File: config.mk
export PLATFORM = sky130hd
export DESIGN_NAME = free_block_bitmap_allocator_core
export DESIGN_NICKNAME = d
export VERILOG_FILES = /design/src/fbba_pkg.sv /design/src/fbba_ram.sv /design/src/free_block_bitmap_allocator_core.sv
export SDC_FILE = /design/constraint.sdc
export NUM_CORES = 1
export LEC_CHECK = 0
export BUFFER_PORTS_ARGS = -buffer_cell sky130_fd_sc_hd__buf_4
export CAP_MARGIN = 15
export CORE_UTILIZATION = 55
export DETAILED_ROUTE_END_ITERATION = 10
export PLACE_DENSITY_LB_ADDON = 0.12
export SLEW_MARGIN = 10
export SYNTH_ARGS = -nofsm -noshare
export SYNTH_HDL_FRONTEND = slang
export SYNTH_HIERARCHICAL = 1
export SYNTH_SLANG_ARGS = --single-unit
File: constraint.sdc
create_clock -name clk -period 7.5 [get_ports clk]
set_input_delay 2.25 -clock clk [delete_from_list [all_inputs] [get_ports clk]]
set_output_delay 2.25 -clock clk [all_outputs]
set_load 0.1 [all_outputs]
File: src/fbba_pkg.sv
// Shared constants, payload types and helpers for the free block bitmap allocator.
`default_nettype none
package fbba_pkg;

  localparam int NUM_BLOCKS = 512;
  localparam int WORD_BITS  = 32;
  localparam int MAP_WORDS  = (NUM_BLOCKS + WORD_BITS - 1) / WORD_BITS;
  localparam int BIT_W      = $clog2(WORD_BITS);
  localparam int WADDR_W    = (MAP_WORDS > 1) ? $clog2(MAP_WORDS) : 1;
  localparam int IDX_W      = 9;
  localparam int LAST_BITS  = NUM_BLOCKS - (MAP_WORDS - 1) * WORD_BITS;

  localparam logic [WADDR_W-1:0]   LAST_WORD = WADDR_W'(MAP_WORDS - 1);
  localparam logic [WORD_BITS-1:0] LAST_MASK =
    (LAST_BITS >= WORD_BITS) ? {WORD_BITS{1'b1}} :
    WORD_BITS'((64'd1 << LAST_BITS) - 64'd1);

  localparam logic [2:0] OP_SET       = 3'd0;
  localparam logic [2:0] OP_CLEAR     = 3'd1;
  localparam logic [2:0] OP_TEST      = 3'd2;
  localparam logic [2:0] OP_ALLOC     = 3'd3;
  localparam logic [2:0] OP_CLEAR_ALL = 3'd4;

  localparam logic [1:0] ST_OK    = 2'd0;
  localparam logic [1:0] ST_NONE  = 2'd1;
  localparam logic [1:0] ST_RANGE = 2'd2;

  typedef struct packed {
    logic [2:0]       func;
    logic [IDX_W-1:0] blk_idx;
  } fbba_in_t;

  typedef struct packed {
    logic             prior_bit;
    logic [IDX_W-1:0] found_index;
    logic [1:0]       status;
  } fbba_out_t;

  typedef enum logic [1:0] {
    S_IDLE,
    S_RMW,
    S_SCAN,
    S_DONE
  } fbba_state_t;

  function automatic logic [BIT_W-1:0] first_set(input logic [WORD_BITS-1:0] v);
    logic [BIT_W-1:0] r;
    r = '0;
    for (int i = WORD_BITS - 1; i >= 0; i--) begin
      if (v[i]) begin
        r = BIT_W'(i);
      end
    end
    return r;
  endfunction

endpackage
`default_nettype wire

File: src/fbba_ram.sv
// Generic single write port RAM with registered read.
`default_nettype none
module fbba_ram #(
  parameter int WIDTH = 32,
  parameter int DEPTH = 16
) (
  input  wire logic                                 clk,
  input  wire logic                                 we,
  input  wire logic [(DEPTH > 1 ? $clog2(DEPTH) : 1)-1:0] waddr,
  input  wire logic [WIDTH-1:0]                     wdata,
  input  wire logic [(DEPTH > 1 ? $clog2(DEPTH) : 1)-1:0] raddr,
  output logic      [WIDTH-1:0]                     rdata
);

  logic [WIDTH-1:0] mem [DEPTH];

  always_ff @(posedge clk) begin
    if (we) begin
      mem[waddr] <= wdata;
    end
    rdata <= mem[raddr];
  end

endmodule
`default_nettype wire

File: src/free_block_bitmap_allocator_core.sv
// Flow: mark, free and test pass through read-modify-write and done before the result is
// registered; range errors, unknown operations, clear all and an allocate whose start is
// out of range go straight to done; allocate otherwise reads n words (1 to 16) from the
// bitmap RAM, one per cycle, before done. Done holds while the output is stalled.
// One item at a time: the next transfer is taken once the result is registered.
// Reset: per-word valid flags clear the bitmap at once, no clearing sweep; start is 2.
`default_nettype none
module free_block_bitmap_allocator_core
  import fbba_pkg::*;
(
  input  wire logic      clk,
  input  wire logic      rst_n,
  input  wire logic      in_valid,
  output logic           in_stall,
  input  wire fbba_in_t  in_data,
  output logic           out_valid,
  input  wire logic      out_stall,
  output fbba_out_t      out_data,
  input  wire logic      cfg_we,
  input  wire logic [IDX_W-1:0] cfg_wdata
);

  fbba_state_t          state_r, state_nxt;
  fbba_in_t             req_r, req_nxt;
  fbba_out_t            res_r, res_nxt;
  fbba_out_t            out_data_r, out_data_nxt;
  logic                 out_valid_r, out_valid_nxt;
  logic [WADDR_W-1:0]   waddr_r, waddr_nxt;
  logic                 first_r, first_nxt;
  logic [MAP_WORDS-1:0] valid_r, valid_nxt;
  logic [IDX_W-1:0]     start_r;

  logic                 ram_we;
  logic [WORD_BITS-1:0] ram_wdata;
  logic [WORD_BITS-1:0] ram_rdata;
  logic [WORD_BITS-1:0] word_cur;
  logic [WORD_BITS-1:0] lo_mask;
  logic [WORD_BITS-1:0] hi_mask;
  logic [WORD_BITS-1:0] free_bits;
  logic [BIT_W-1:0]     free_pos;
  logic [BIT_W-1:0]     req_pos;
  logic [BIT_W-1:0]     start_pos;

  fbba_ram #(
    .WIDTH(WORD_BITS),
    .DEPTH(MAP_WORDS)
  ) u_map (
    .clk  (clk),
    .we   (ram_we),
    .waddr(waddr_r),
    .wdata(ram_wdata),
    .raddr(waddr_nxt),
    .rdata(ram_rdata)
  );

  assign in_stall  = (state_r != S_IDLE);
  assign out_valid = out_valid_r;
  assign out_data  = out_data_r;

  assign word_cur  = valid_r[waddr_r] ? ram_rdata : '0;
  assign req_pos   = req_r.blk_idx[BIT_W-1:0];
  assign start_pos = start_r[BIT_W-1:0];
  assign lo_mask   = first_r ? ~((WORD_BITS'(1) << start_pos) - WORD_BITS'(1)) : '1;
  assign hi_mask   = (waddr_r == LAST_WORD) ? LAST_MASK : '1;
  assign free_bits = ~word_cur & lo_mask & hi_mask;
  assign free_pos  = first_set(free_bits);

  always_ff @(posedge clk) begin
    if (!rst_n) begin
      state_r     <= S_IDLE;
      out_valid_r <= 1'b0;
      valid_r     <= '0;
      first_r     <= 1'b0;
      start_r     <= IDX_W'(2);
    end else begin
      state_r     <= state_nxt;
      out_valid_r <= out_valid_nxt;
      valid_r     <= valid_nxt;
      first_r     <= first_nxt;
      if (cfg_we) begin
        start_r <= cfg_wdata;
      end
    end
    req_r      <= req_nxt;
    res_r      <= res_nxt;
    out_data_r <= out_data_nxt;
    waddr_r    <= waddr_nxt;
  end

  always_comb begin
    state_nxt     = state_r;
    req_nxt       = req_r;
    res_nxt       = res_r;
    waddr_nxt     = waddr_r;
    first_nxt     = first_r;
    valid_nxt     = valid_r;
    ram_we        = 1'b0;
    ram_wdata     = word_cur;
    out_data_nxt  = out_data_r;
    out_valid_nxt = out_valid_r && out_stall;

    unique case (state_r)
      S_IDLE: begin
        if (in_valid) begin
          req_nxt = in_data;
          res_nxt = '0;
          unique case (in_data.func) inside
            OP_SET, OP_CLEAR, OP_TEST: begin
              if (32'(in_data.blk_idx) >= NUM_BLOCKS) begin
                res_nxt.status = ST_RANGE;
                state_nxt      = S_DONE;
              end else begin
                waddr_nxt = WADDR_W'(in_data.blk_idx >> BIT_W);
                state_nxt = S_RMW;
              end
            end
            OP_ALLOC: begin
              if (32'(start_r) >= NUM_BLOCKS) begin
                res_nxt.status = ST_NONE;
                state_nxt      = S_DONE;
              end else begin
                waddr_nxt = WADDR_W'(start_r >> BIT_W);
                first_nxt = 1'b1;
                state_nxt = S_SCAN;
              end
            end
            OP_CLEAR_ALL: begin
              valid_nxt = '0;
              state_nxt = S_DONE;
            end
            default: begin
              state_nxt = S_DONE;
            end
          endcase
        end
      end
      S_RMW: begin
        res_nxt.prior_bit = word_cur[req_pos];
        if (req_r.func == OP_SET) begin
          ram_we    = 1'b1;
          ram_wdata = word_cur | (WORD_BITS'(1) << req_pos);
        end else if (req_r.func == OP_CLEAR) begin
          ram_we    = 1'b1;
          ram_wdata = word_cur & ~(WORD_BITS'(1) << req_pos);
        end
        if (ram_we) begin
          valid_nxt[waddr_r] = 1'b1;
        end
        state_nxt = S_DONE;
      end
      S_SCAN: begin
        first_nxt = 1'b0;
        if (|free_bits) begin
          ram_we              = 1'b1;
          ram_wdata           = word_cur | (WORD_BITS'(1) << free_pos);
          valid_nxt[waddr_r]  = 1'b1;
          res_nxt.found_index = IDX_W'({waddr_r, free_pos});
          res_nxt.status      = ST_OK;
          state_nxt           = S_DONE;
        end else if (waddr_r == LAST_WORD) begin
          res_nxt.status = ST_NONE;
          state_nxt      = S_DONE;
        end else begin
          waddr_nxt = waddr_r + WADDR_W'(1);
        end
      end
      S_DONE: begin
        if (!out_valid_r || !out_stall) begin
          out_data_nxt  = res_r;
          out_valid_nxt = 1'b1;
          state_nxt     = S_IDLE;
        end
      end
      default: begin
        state_nxt = S_IDLE;
      end
    endcase
  end

`ifndef ASSERT_OFF
  a_done_loads_out: assert property (@(posedge clk) disable iff (!rst_n)
    (state_r == S_DONE && state_nxt == S_IDLE) |=> out_valid_r)
    else $error("result not registered on completion");

  a_write_states: assert property (@(posedge clk) disable iff (!rst_n)
    ram_we |-> (state_r == S_RMW || state_r == S_SCAN))
    else $error("bitmap write outside read-modify-write");

  a_none_clean: assert property (@(posedge clk) disable iff (!rst_n)
    (out_valid_r && out_data_r.status != ST_OK) |->
      (out_data_r.found_index == '0 && !out_data_r.prior_bit))
    else $error("failed request carries data");
`endif

endmodule
`default_nettype wire

==> insert_results.sql <==
INSERT INTO impl_metrics (metric_group, metric, value, unit) VALUES
('timing', 'highest_achievable_clock_rate', '157', 'MHz'),
('power_and_ir_drop', 'pwr-share-seq', '0.391', ''),
('cts', 'clk_latency', '630', 'ps'),
('synthesis', 'post_synth_num_cell_types', '82', ''),
('synthesis', 'synth-async-reset-ratio', '0', ''),
('timing', 'hold_violations', '0', ''),
('power_and_ir_drop', 'clkPwrFrac', '0.239', ''),
('power_and_ir_drop', 'p_per_area', '418', 'nW/µm²'),
('floorplan', 'initial_utilization', '0.558', ''),
('routing', 'vias_per_cell', '6.63', ''),
('synthesis', 'synth-edff-count', '542', ''),
('timing', 'setup_repair_after_global_routing_missed_its_margin', 'no', ''),
('cts', 'cts-root-buf', 'sky130_fd_sc_hd__clkbuf_16', ''),
('cts', 'clkTransAtPathRegs', '60', 'ps'),
('floorplan', 'core_ar', '46600', 'µm²'),
('setup_path', 'worst-endpoint-arrival', '6870', 'ps'),
('placed_design', 'placement.setup.worst_slack', '1170', 'ps'),
('cells_and_area', 'layout-drive-gt1-share', '0.220', ''),
('cells_and_area', 'layout-area-overhead-vs-synth', '12.5', '%'),
('synthesis', 'mappedNetlistNets', '1675', ''),
('synthesis', 'synth.ff_latch_count', '607', ''),
('cells_and_area', 'antenna_cells', '0', ''),
('power_and_ir_drop', 'comb_power_share', '0.370', ''),
('flow_run', 'drv.max_cap_violation_count', '0', ''),
('power_and_ir_drop', 'p_int', '7.94', 'mW'),
('timing', 'fin_worst_hold_slack', '414', 'ps'),
('min_path', 'min_path_type', 'reg -> reg', ''),
('power_and_ir_drop', 'leakage', '9.68', 'nW'),
('synthesis', 'synth_largest_type_area_fraction', '0.627', ''),
('timing', 'timing.final.crit_period', '6380', 'ps'),
('synthesis', 'synth.most_common_cell', 'sky130_fd_sc_hd__edfxtp_1', ''),
('cells_and_area', 'regArea', '17600', 'µm²'),
('synthesis', 'syn_area_per_cell', '15.8', 'µm²'),
('setup_path', 'slowest_delay', '660', 'ps'),
('run_status', 'run_status', 'finished clean', ''),
('synthesis', 'netlist_instances', '1639', ''),
('timing', 'slew-limit-headroom', '0.233', ''),
('power_and_ir_drop', 'sw_frac_of_total', '0.350', ''),
('cells_and_area', 'multi_input_area', '8000', 'µm²'),
('routing', 'avgRoutedWirePerCell', '28.8', 'µm'),
('timing', 'slew_viols_final', '0', ''),
('grt', 'number_of_global_route_vias_before_repair', '15100', ''),
('synthesis', 'cell_taking_the_most_area_after_synthesis', 'sky130_fd_sc_hd__edfxtp_1', ''),
('cts', 'cts_buffers', '59', ''),
('cts', 'numClockSinks', '607', ''),
('setup_path', 'timing.critical_path.slowest_stage_cell', 'sky130_fd_sc_hd__dfxtp_1', ''),
('synthesis', 'synth_ff_type', 'sky130_fd_sc_hd__edfxtp_1', ''),
('placed_design', 'place_hpwl', '39.9', 'mm'),
('setup_path', 'setup.worst_path.class', 'reg -> reg', ''),
('setup_path', 'critPathRequiredTime', '7990', 'ps'),
('cts', 'cts.hold.buffers_added', '0', ''),
('synthesis', 'synth_commonest_cells', '542 x sky130_fd_sc_hd__edfxtp_1, 139 x sky130_fd_sc_hd__mux4_2, 108 x sky130_fd_sc_hd__nand2_1', ''),
('grt', 'grt_remaining_overflow', '0', ''),
('synthesis', 'synth.top_cells.by_area', 'sky130_fd_sc_hd__edfxtp_1 63%, sky130_fd_sc_hd__mux4_2 12%, sky130_fd_sc_hd__dfxtp_1 5.0%', ''),
('cts', 'tritoncts_clock_tree', 'built', ''),
('routing', 'detail-route-antenna-nets', '0', ''),
('timing', 'worstMarginPinSlew', '1140', 'ps'),
('cts', 'post_cts_repair_setup_buffers', '0', ''),
('cells_and_area', 'num-nets-final', '1738', ''),
('grt', 'grt_max_degree', '91', ''),
('power_and_ir_drop', 'ir_drop', '311', 'µV'),
('cts', 'htreeDepth', '2', ''),
('cts', 'cts.repair.resized', '0', ''),
('cells_and_area', 'fillerInstances', '3300', ''),
('cells_and_area', 'post_route_core_utilization', '0.628', ''),
('setup_path', 'critical_path.max_fanout', '26', ''),
('setup_path', 'cp_cell_sequence', 'or4_1 > or2_2 > ha_1 > buf_4 > nor2b_1 > o2bb2a_1 > a311oi_1 > o2111ai_1 > nor3_1 > nor2b_1 > and3_1 > a221o_4 > buf_4 > mux4_2 > a22oi_1 > nand2_1', ''),
('setup_path', 'critical_path.startpoint_type', 'flop', ''),
('setup_path', 'cpLargestDelayFamily', 'simple AND/OR/NAND/NOR gates', ''),
('cts', 'max-clock-path-buffers', '3', ''),
('timing', 'layout_worst_path_cycle_share', '0.850', '');
==> power groups by stage <==
stage                     sequential [mW]  clock, mW  combinational [mW]
final                                4.78       2.92                4.52
after global routing                 4.79       3.09                4.86
after CTS                            4.76       2.96                4.52
after detailed placement             4.83          0                4.51
after global placement               4.83          0                4.45
after floorplan                      4.65          0                3.21
==> registers in the layout (all words and copies together) (netlist names) <==
signal       cells
first_r          1
out_data        11
out_valid        1
req_pos          5
req_r            3
res_r           11
start_r          9
state_r          2
u_map/mem      512
u_map/rdata     32
valid_r         16
waddr_r          4
==> area by class of cell <==
| type | count | area share |
|---|---|---|
| flip-flops and latches | 607 | 0.601 |
| multi-input cells | 896 | 0.274 |
| clock inverters | 32 | 0.0111 |
| repair buffers | 111 | 0.0298 |
| clock buffers | 77 | 0.0546 |
| well taps | 607 | 0.0260 |
| inverters | 27 | 0.00347 |
==> worst reg2reg max path, delay by kind of cell (launching register included) <==
family	cells	cell delay, ps
compound gates	5	1690
fa+ha+maj	1	600
buf+inv	2	750
flops	1	660
mux	1	560
simple gates	7	2000
==> cells by family after synthesis <==
group / count (synthesis) / synth area share
muxes: 164 / 0.130
DFF: 607 / 0.677
buffers and inverters: 136 / 0.0232
adders and majority gates: 10 / 0.00482
other: 1 / 0.000144
and+or+nand+nor: 357 / 0.0674
AOI/OAI and AO/OA: 364 / 0.0973
==> worst paths after layout <==
check,cells past startpoint,from,slack (ps),end
worst min-delay path,0,res_r[7]$_SDFFCE_PN0P_,410,out_data[7]$_DFFE_PP_
worst max-delay path,16,start_r[2]$_SDFFE_PN0P_,1120,u_map/rdata[22]$_DFF_P_
worst min register to register,0,res_r[7]$_SDFFCE_PN0P_,410,out_data[7]$_DFFE_PP_
worst max register to register,16,start_r[2]$_SDFFE_PN0P_,1120,u_map/rdata[22]$_DFF_P_
==> layout by cell type (no fill, tap or decap), types with 23 or more instances in the layout <==
cell,count
sky130_fd_sc_hd__dfxtp_1,65
sky130_fd_sc_hd__clkbuf_16,60
sky130_fd_sc_hd__nand2_1,108
sky130_fd_sc_hd__mux2i_1,23
sky130_fd_sc_hd__nor2_1,77
sky130_fd_sc_hd__a21oi_1,71
sky130_fd_sc_hd__a31oi_1,33
sky130_fd_sc_hd__edfxtp_1,542
sky130_fd_sc_hd__inv_1,27
sky130_fd_sc_hd__buf_4,108
sky130_fd_sc_hd__nand3_1,27
sky130_fd_sc_hd__nor2b_1,24
sky130_fd_sc_hd__a22oi_1,74
sky130_fd_sc_hd__o21ai_0,54
sky130_fd_sc_hd__mux4_2,139
==> stage by stage <==
stage | power (mW) | cell area [µm²]
floorplan | 7.86 | 26000
global placement | 9.28 | 27300
detailed placement | 9.33 | 27300
CTS | 12.2 | 29200
global route | 12.7 | 29200
finish | 12.2 | 29200
==> per-layer routing <==
metal  track usage  routed length (µm)  up-vias
met5             0                   0        -
met4        0.0870                1840        0
met2         0.456               32600      725
met1         0.412               28200     8056
li1              -                   -     6745
met3        0.0444                5110      109
No activity file was read; power rests on OpenSTA's default activity.
